File: src/spr_pkg.sv
package spr_pkg;

  // Table depths
  localparam int SMALL_DEPTH = 16;
  localparam int LARGE_DEPTH = 128;

  // Address and count widths follow from the depths
  localparam int SMALL_AW = (SMALL_DEPTH > 1) ? $clog2(SMALL_DEPTH) : 1;
  localparam int LARGE_AW = (LARGE_DEPTH > 1) ? $clog2(LARGE_DEPTH) : 1;
  localparam int SMALL_CW = $clog2(SMALL_DEPTH + 1);
  localparam int LARGE_CW = $clog2(LARGE_DEPTH + 1);
  localparam int SCAN_CW  = (SMALL_CW > LARGE_CW) ? SMALL_CW : LARGE_CW;

  // Field widths
  localparam int PAT_W       = 9;
  localparam int REP_W       = 16;
  localparam int SMALL_PAT_W = 4;
  localparam int SMALL_REP_W = 9;
  localparam int SMALL_ENT_W = SMALL_PAT_W + SMALL_REP_W;
  localparam int LARGE_ENT_W = PAT_W + REP_W;
  localparam int NUM_VAR     = 8;

  // Commands
  localparam logic CMD_STORE  = 1'b0;
  localparam logic CMD_LOOKUP = 1'b1;

  typedef enum logic [1:0] {
    ST_MATCH    = 2'd0,
    ST_NO_MATCH = 2'd1,
    ST_STORED   = 2'd2,
    ST_FULL     = 2'd3
  } status_t;

  typedef logic [NUM_VAR-1:0][PAT_W-1:0] var_set_t;

  // Quarter turn: new (i,j) takes old (n-1-j, i)
  function automatic logic [PAT_W-1:0] rot_grid(logic [PAT_W-1:0] g, logic big);
    logic [PAT_W-1:0] r;
    r = '0;
    if (big) begin
      for (int i = 0; i < 3; i++)
        for (int j = 0; j < 3; j++)
          r[i*3+j] = g[(2-j)*3+i];
    end else begin
      for (int i = 0; i < 2; i++)
        for (int j = 0; j < 2; j++)
          r[i*2+j] = g[(1-j)*2+i];
    end
    return r;
  endfunction

  // Mirror left-right: new (i,j) takes old (i, n-1-j)
  function automatic logic [PAT_W-1:0] mir_grid(logic [PAT_W-1:0] g, logic big);
    logic [PAT_W-1:0] r;
    r = '0;
    if (big) begin
      for (int i = 0; i < 3; i++)
        for (int j = 0; j < 3; j++)
          r[i*3+j] = g[i*3+2-j];
    end else begin
      for (int i = 0; i < 2; i++)
        for (int j = 0; j < 2; j++)
          r[i*2+j] = g[i*2+1-j];
    end
    return r;
  endfunction

  // All eight symmetries of a square pattern
  function automatic var_set_t make_variants(logic [PAT_W-1:0] q, logic big);
    var_set_t         v;
    logic [PAT_W-1:0] g;
    g = q;
    for (int k = 0; k < 4; k++) begin
      v[2*k]   = g;
      v[2*k+1] = mir_grid(g, big);
      g        = rot_grid(g, big);
    end
    return v;
  endfunction

endpackage

File: src/spr_if.sv
interface spr_in_if import spr_pkg::*; ();
  logic                  valid;
  logic                  ready;
  logic                  cmd;
  logic                  size_three;
  logic [PAT_W-1:0]      pattern;
  logic [REP_W-1:0]      replacement;

  modport source (output valid, cmd, size_three, pattern, replacement, input ready);
  modport sink   (input valid, cmd, size_three, pattern, replacement, output ready);
endinterface

interface spr_out_if import spr_pkg::*; ();
  logic              valid;
  logic              ready;
  logic [1:0]        status;
  logic [REP_W-1:0]  result_cells;

  modport source (output valid, status, result_cells, input ready);
  modport sink   (input valid, status, result_cells, output ready);
endinterface

File: src/spr_ram.sv
module spr_ram #(
  parameter int WIDTH = 8,
  parameter int DEPTH = 16
) (
  input  logic                                       clk,
  input  logic                                       we,
  input  logic [((DEPTH > 1) ? $clog2(DEPTH) : 1)-1:0] waddr,
  input  logic [WIDTH-1:0]                           wdata,
  input  logic [((DEPTH > 1) ? $clog2(DEPTH) : 1)-1:0] raddr,
  output logic [WIDTH-1:0]                           rdata
);

  logic [WIDTH-1:0] mem [DEPTH];

  always_ff @(posedge clk) begin
    if (we) begin
      mem[waddr] <= wdata;
    end
    rdata <= mem[raddr];
  end

endmodule

File: src/spr_match.sv
// Shared compare unit: one stored pattern against all eight query symmetries
module spr_match import spr_pkg::*; (
  input  var_set_t         variants,
  input  logic [PAT_W-1:0] stored,
  output logic             hit
);

  logic [NUM_VAR-1:0] eq;

  always_comb begin
    for (int k = 0; k < NUM_VAR; k++) begin
      eq[k] = (variants[k] == stored);
    end
  end

  assign hit = |eq;

endmodule

File: src/symmetric_pattern_rule_table.sv
// Symmetric pattern rule table. Holds an ordered table of 2x2 -> 3x3 rules and
// one of 3x3 -> 4x4 rules in two rule RAMs. A store transaction appends to the
// table of its size, or reports the table full and drops the rule. A lookup
// transaction walks the table in insertion order, one rule per cycle through
// the single read port of its RAM and the shared eight-way symmetry compare,
// and returns the replacement of the first rule equal to the query under any
// rotation or reflection. A store goes through the result state to the output
// register; a lookup stops at the first hit or after the last filled entry.
// Only one transaction is in work at a time; the input is ready again once the
// result has been handed to the output register, even while that result still
// waits to be taken. The tables need no clearing after reset: each keeps a fill
// count and only entries below it are ever compared.
module symmetric_pattern_rule_table import spr_pkg::*; (
  input  logic   clk,
  input  logic   rst,
  spr_in_if.sink    in_ch,
  spr_out_if.source out_ch
);

  typedef enum logic [1:0] {
    S_IDLE,
    S_SCAN,
    S_RESULT
  } state_t;

  state_t              state;
  logic [SMALL_CW-1:0] small_count;
  logic [LARGE_CW-1:0] large_count;

  // Lookup context
  var_set_t            variants;
  logic                big;
  logic [SCAN_CW-1:0]  idx;
  logic [SCAN_CW-1:0]  lim;
  logic                cmp_valid;

  // Pending result and output register
  status_t             res_status;
  logic [REP_W-1:0]    res_cells;
  logic                out_valid;
  status_t             out_status;
  logic [REP_W-1:0]    out_cells;

  logic                accept;
  logic                small_room;
  logic                large_room;
  logic                small_we;
  logic                large_we;
  logic [PAT_W-1:0]    qpat;
  logic                issue;
  logic                hit;
  logic [SMALL_ENT_W-1:0] small_rd;
  logic [LARGE_ENT_W-1:0] large_rd;
  logic [PAT_W-1:0]    stored_pat;
  logic [REP_W-1:0]    stored_rep;

  assign in_ch.ready         = (state == S_IDLE);
  assign accept              = in_ch.valid && in_ch.ready;
  assign out_ch.valid        = out_valid;
  assign out_ch.status       = out_status;
  assign out_ch.result_cells = out_cells;

  assign small_room = (small_count < SMALL_CW'(SMALL_DEPTH));
  assign large_room = (large_count < LARGE_CW'(LARGE_DEPTH));

  // Append on store while the table has room
  assign small_we = accept && (in_ch.cmd == CMD_STORE) && !in_ch.size_three && small_room;
  assign large_we = accept && (in_ch.cmd == CMD_STORE) && in_ch.size_three && large_room;

  // Drop the unused high cells of a 2x2 query
  assign qpat = in_ch.size_three ? in_ch.pattern
                                 : {{(PAT_W-SMALL_PAT_W){1'b0}}, in_ch.pattern[SMALL_PAT_W-1:0]};

  // Read one rule per cycle while entries remain
  assign issue = (idx < lim);

  spr_ram #(.WIDTH(SMALL_ENT_W), .DEPTH(SMALL_DEPTH)) u_small_ram (
    .clk   (clk),
    .we    (small_we),
    .waddr (small_count[SMALL_AW-1:0]),
    .wdata ({in_ch.pattern[SMALL_PAT_W-1:0], in_ch.replacement[SMALL_REP_W-1:0]}),
    .raddr (idx[SMALL_AW-1:0]),
    .rdata (small_rd)
  );

  spr_ram #(.WIDTH(LARGE_ENT_W), .DEPTH(LARGE_DEPTH)) u_large_ram (
    .clk   (clk),
    .we    (large_we),
    .waddr (large_count[LARGE_AW-1:0]),
    .wdata ({in_ch.pattern, in_ch.replacement}),
    .raddr (idx[LARGE_AW-1:0]),
    .rdata (large_rd)
  );

  always_comb begin
    if (big) begin
      stored_pat = large_rd[LARGE_ENT_W-1:REP_W];
      stored_rep = large_rd[REP_W-1:0];
    end else begin
      stored_pat = {{(PAT_W-SMALL_PAT_W){1'b0}}, small_rd[SMALL_ENT_W-1:SMALL_REP_W]};
      stored_rep = {{(REP_W-SMALL_REP_W){1'b0}}, small_rd[SMALL_REP_W-1:0]};
    end
  end

  spr_match u_match (
    .variants (variants),
    .stored   (stored_pat),
    .hit      (hit)
  );

  always_ff @(posedge clk) begin
    if (rst) begin
      state       <= S_IDLE;
      small_count <= '0;
      large_count <= '0;
      cmp_valid   <= 1'b0;
      out_valid   <= 1'b0;
    end else begin
      // Release the output register once its result is taken, unless a new
      // result is handed over in the same cycle
      if (out_valid && out_ch.ready && (state != S_RESULT)) begin
        out_valid <= 1'b0;
      end

      case (state)
        S_IDLE: begin
          if (accept) begin
            res_cells <= '0;
            if (in_ch.cmd == CMD_STORE) begin
              state <= S_RESULT;
              if (in_ch.size_three) begin
                if (large_room) begin
                  large_count <= large_count + 1'b1;
                  res_status  <= ST_STORED;
                end else begin
                  res_status  <= ST_FULL;
                end
              end else begin
                if (small_room) begin
                  small_count <= small_count + 1'b1;
                  res_status  <= ST_STORED;
                end else begin
                  res_status  <= ST_FULL;
                end
              end
            end else begin
              // Lookup: latch the eight symmetries and the scan limit
              variants   <= make_variants(qpat, in_ch.size_three);
              big        <= in_ch.size_three;
              idx        <= '0;
              cmp_valid  <= 1'b0;
              res_status <= ST_NO_MATCH;
              if (in_ch.size_three) begin
                lim   <= SCAN_CW'(large_count);
                state <= (large_count == '0) ? S_RESULT : S_SCAN;
              end else begin
                lim   <= SCAN_CW'(small_count);
                state <= (small_count == '0) ? S_RESULT : S_SCAN;
              end
            end
          end
        end

        S_SCAN: begin
          // Advance the read address; the compare sees the entry addressed in the previous cycle
          if (cmp_valid && hit) begin
            res_status <= ST_MATCH;
            res_cells  <= stored_rep;
            cmp_valid  <= 1'b0;
            state      <= S_RESULT;
          end else if (!issue) begin
            res_status <= ST_NO_MATCH;
            res_cells  <= '0;
            cmp_valid  <= 1'b0;
            state      <= S_RESULT;
          end else begin
            idx       <= idx + 1'b1;
            cmp_valid <= 1'b1;
          end
        end

        S_RESULT: begin
          // Hold until the output register is free, then hand over
          if (!out_valid || out_ch.ready) begin
            out_valid  <= 1'b1;
            out_status <= res_status;
            out_cells  <= res_cells;
            state      <= S_IDLE;
          end
        end

        default: begin
          state <= S_IDLE;
        end
      endcase
    end
  end

endmodule
File: src/flat_wrapper.sv
// flat-port wrapper written by rule: the top's interface ports become plain ports
module symmetric_pattern_rule_table_flat import spr_pkg::*;
  (clk, rst, in_ch_valid, in_ch_cmd, in_ch_size_three, in_ch_pattern, in_ch_replacement, in_ch_ready, out_ch_valid, out_ch_status, out_ch_result_cells, out_ch_ready);
  spr_in_if in_ch_i ();
  spr_out_if out_ch_i ();
  input  logic clk;
  input  logic rst;
  input wire logic [$bits(in_ch_i.valid)-1:0] in_ch_valid;
  input wire logic [$bits(in_ch_i.cmd)-1:0] in_ch_cmd;
  input wire logic [$bits(in_ch_i.size_three)-1:0] in_ch_size_three;
  input wire logic [$bits(in_ch_i.pattern)-1:0] in_ch_pattern;
  input wire logic [$bits(in_ch_i.replacement)-1:0] in_ch_replacement;
  output wire logic [$bits(in_ch_i.ready)-1:0] in_ch_ready;
  output wire logic [$bits(out_ch_i.valid)-1:0] out_ch_valid;
  output wire logic [$bits(out_ch_i.status)-1:0] out_ch_status;
  output wire logic [$bits(out_ch_i.result_cells)-1:0] out_ch_result_cells;
  input wire logic [$bits(out_ch_i.ready)-1:0] out_ch_ready;
  assign in_ch_i.valid = in_ch_valid;
  assign in_ch_i.cmd = in_ch_cmd;
  assign in_ch_i.size_three = in_ch_size_three;
  assign in_ch_i.pattern = in_ch_pattern;
  assign in_ch_i.replacement = in_ch_replacement;
  assign in_ch_ready = in_ch_i.ready;
  assign out_ch_valid = out_ch_i.valid;
  assign out_ch_status = out_ch_i.status;
  assign out_ch_result_cells = out_ch_i.result_cells;
  assign out_ch_i.ready = out_ch_ready;
  symmetric_pattern_rule_table u_core (.clk(clk), .rst(rst), .in_ch(in_ch_i), .out_ch(out_ch_i));
endmodule
File: config.mk
export PLATFORM = sky130hd
export DESIGN_NAME = symmetric_pattern_rule_table_flat
export DESIGN_NICKNAME = d
export VERILOG_FILES = /design/src/spr_pkg.sv /design/src/spr_if.sv /design/src/spr_ram.sv /design/src/spr_match.sv /design/src/symmetric_pattern_rule_table.sv /design/src/flat_wrapper.sv
export SDC_FILE = /design/constraint.sdc
export NUM_CORES = 2
export LEC_CHECK = 0
export BUFFER_PORTS_ARGS = -buffer_cell sky130_fd_sc_hd__buf_2
export CORE_UTILIZATION = 40
export CTS_BUF_LIST = sky130_fd_sc_hd__clkbuf_2
export CTS_CLUSTER_DIAMETER = 100
export DETAILED_ROUTE_END_ITERATION = 8
export PLACE_DENSITY = 0.56
export SETUP_SLACK_MARGIN = 0.02
export SLEW_MARGIN = 20
export SYNTH_ARGS = -nofsm -noshare
export SYNTH_HDL_FRONTEND = slang
export SYNTH_HIERARCHICAL = 1
export SYNTH_SLANG_ARGS = --single-unit
File: constraint.sdc
create_clock -name clk -period 8.55 [get_ports clk]
set_input_delay 1.71 -clock clk [delete_from_list [all_inputs] [get_ports clk]]
set_output_delay 1.71 -clock clk [all_outputs]
set_load 0.05 [all_outputs]
==> results.tsv <==
metric	value	unit
GPL Wtd Cong	0.8362	
synthesized area	136400	um2
RSZ-0062 raised after global routing	false	
CTS sink cnt	3568	
Post-Route WL	368800	um
Worst Path Required	10.19	ns
DR iter-0 viols	7800	
layout cells sized above 1	0.3951	
arrival time at the worst endpoint	7.12	ns
top post-synthesis cells by area	edfxtp_1 (77%), mux4_2 (18%), dfxtp_1 (0.81%)	
Pleak	0.04748	uW
Filler cells	29100	
register area share after synthesis	0.7814	
vias in the first global route	65100	
largest net degree at the start of global routing	118	
Sw Ratio	0.2423	
ys flop type	edfxtp_1	
DR vias	65180	
Die X	586.0	um
first-pass GRT wire length	506500	um
Crit. End Element	flop	
router iterations before antenna repair	5	
final net count	6373	
WS Path Type	input port to flop	
CORE AREA	339500	um2
synth unique cells	48	
Post-synth top cells	edfxtp_1 (3,513), mux4_2 (1,078), nor2_1 (170)	
initial antenna violation count	58	
synth-to-layout area growth	11.03	%
port bufs	50	
Internal Power	23860	uW
Synth area leader	edfxtp_1	
final-report setup violation count	0	
Die Y	586.0	um
vias per inst	5.649	
Util after Layout	0.4461	
path category of the worst min-delay check	flop to flop	
final setup margin	3.073	ns
Psw	7630	uW
Synth top area share	0.7734	
clk_skew	0.1998	ns
CTS tree	yes	
Die Footprint	343400	um2
Synthesized Nets	5602	
Initial Utilization	0.4018	
clk buf depth	4	
Total Routing Usage GR	0.2139	
outcome	finished clean	
count leader, synth	edfxtp_1	
ANT nets after route	0	
Yosys reg bits	3568	
R2R Setup Slk	3.45	ns
met2 WL	170300	um
Place WS	2.271	ns
Post-CTS Setup Inserts	0	
clock root buffer	clkbuf_2	
Detail Placement HPWL	220900	um
max_cap viols	0	
drt drc	0	
crit path time final	5.477	ns
EDFF count, synth	3513	
Worst Tran Pin Value	1.187	ns
Clk network pwr share	0.348	
DRT met1 WL	157300	um
crit path max fanout	31	
part of the cycle the worst path needs	0.6406	
clk_lat worst skew	2.19	ns
sequential power share	0.611	
total negative slack	0	ns
final hold vios	0	
power per cell area	207.9	nW/um2
H-Tree Depth	6	
total global routing overflow	0	
Syn. warnings	6	
Inserted Clock Buffers	851	
Max Freq	182.6	MHz
final slew viol count	0	
Worst IR Drop VDD	0.0001187	V
cell row count	214	
WHS	0.3342	ns
top sig layer	met5	
Slew Limit Headroom	0.2086	
DR WL/cell	31.96	um
Reg clk slew, reported paths	0.10	ns
metal3 WL	34320	um
Setup crit start kind	input port	
ys async rst share	0	
Cells after Synth	5559	
syn_area_per_cell	24.54	um2
io pins	51	
Logic pwr share	0.041	
==> critical path, cell delays in order <==
cell and delay [ns]:
dlygate4sd3_1 0.62, buf_2 0.48, nor4bb_1 0.30, dlygate4sd3_1 0.60, buf_4 0.16, nand2_1 0.22
inv_1 0.58, nor2b_1 0.65, nand3_4 0.75, nor2_4 0.98
==> layout by cell type (no fill, tap or decap), types with 12 or more instances in the layout <==
cell and n:
edfxtp_1 3513, clkbuf_2 1243, mux4_2 1078, clkinv_1 177, buf_4 124, nor2_4 119, nand2_1 64, xnor2_1 55
dfxtp_1 55, nor2_1 48, diode_2 32, dlygate4sd3_1 32, inv_1 32, mux2_2 31, xor2_1 31, nand3_1 26
a22oi_1 26, buf_2 25, mux4_1 24, buf_12 22, clkinv_2 20, and2_1 17, nand2b_1 15, nand4_1 14
nor3_2 13, ha_1 12
==> layout make-up <==
cell class / instances / area (um2) / share of cell area
diodes: 32 / 80.08 / 0.0005287
clock buffers: 1243 / 6221 / 0.04108
clock inverters: 250 / 1424 / 0.009401
inverters: 32 / 120.1 / 0.0007931
multi-input cells: 1669 / 29430 / 0.1943
flip-flops and latches: 3568 / 106600 / 0.7038
well taps: 4536 / 5675 / 0.03747
repair buffers: 208 / 1906 / 0.01258
==> metrics by stage <==
stage,cell area [um2],total power (uW),cells
finish,151500,31490,11540
global route,151400,32720,11510
CTS,151300,31880,11510
detailed placement,143400,20950,9980
global placement,143300,20920,9979
floorplan,136400,20180,5559
==> power by group through the flow <==
stage	registers, uW	clock network (uW)	logic (uW)
global route	19300	12100	1340
global placement	19700	0	1270
floorplan	19600	0	543
CTS	19300	11300	1310
finish	19200	10900	1300
detailed placement	19700	0	1290
==> layer usage <==
layer / up-vias / global-route usage
met3: 414 / 0.04839
met5: - / 0
met1: 35620 / 0.3170
met4: 4 / 0.05496
met2: 3038 / 0.3209
li1: 26110 / -
==> path summary, 6_finish.rpt <==
check | start | cells after the start | to
max | in_ch_size_three | 10 | u_core/u_large_ram/mem[118][10]
min reg2reg | u_core/res_cells[5] | 0 | u_core/out_ch.result_cells[5]
max reg2reg | u_core/large_count[7] | 8 | u_core/u_large_ram/mem[118][10]
min | u_core/res_cells[5] | 0 | u_core/out_ch.result_cells[5]
==> logic make-up after synthesis <==
group | count (synthesis) | share of synthesized area
compound gates | 54 | 0.002743
xor+xnor | 87 | 0.005641
fa+ha+maj | 12 | 0.001101
buf+inv | 322 | 0.01057
flops | 3568 | 0.7814
mux | 1142 | 0.1858
simple gates | 374 | 0.01269
==> sequential cells by signal, indices dropped and copies added, names as in the netlist, 5 cells and up <==
signal,cells
u_core/large_count,8
u_core/u_small_ram/mem,208
u_core/variants,52
u_core/u_small_ram/rdata,13
u_core/u_large_ram/rdata,25
u_core/small_count,5
u_core/idx,8
u_core/u_large_ram/mem,3200
u_core/res_cells,16
u_core/lim,8
u_core/out_ch.result_cells,16
==> repair_timing <==
action / CTS / global route
endpoints found under the hold margin: 878 / 0
hold buffers: 32 / 0
resized for setup: 0 / 0
(Power assumes the default switching activity.)
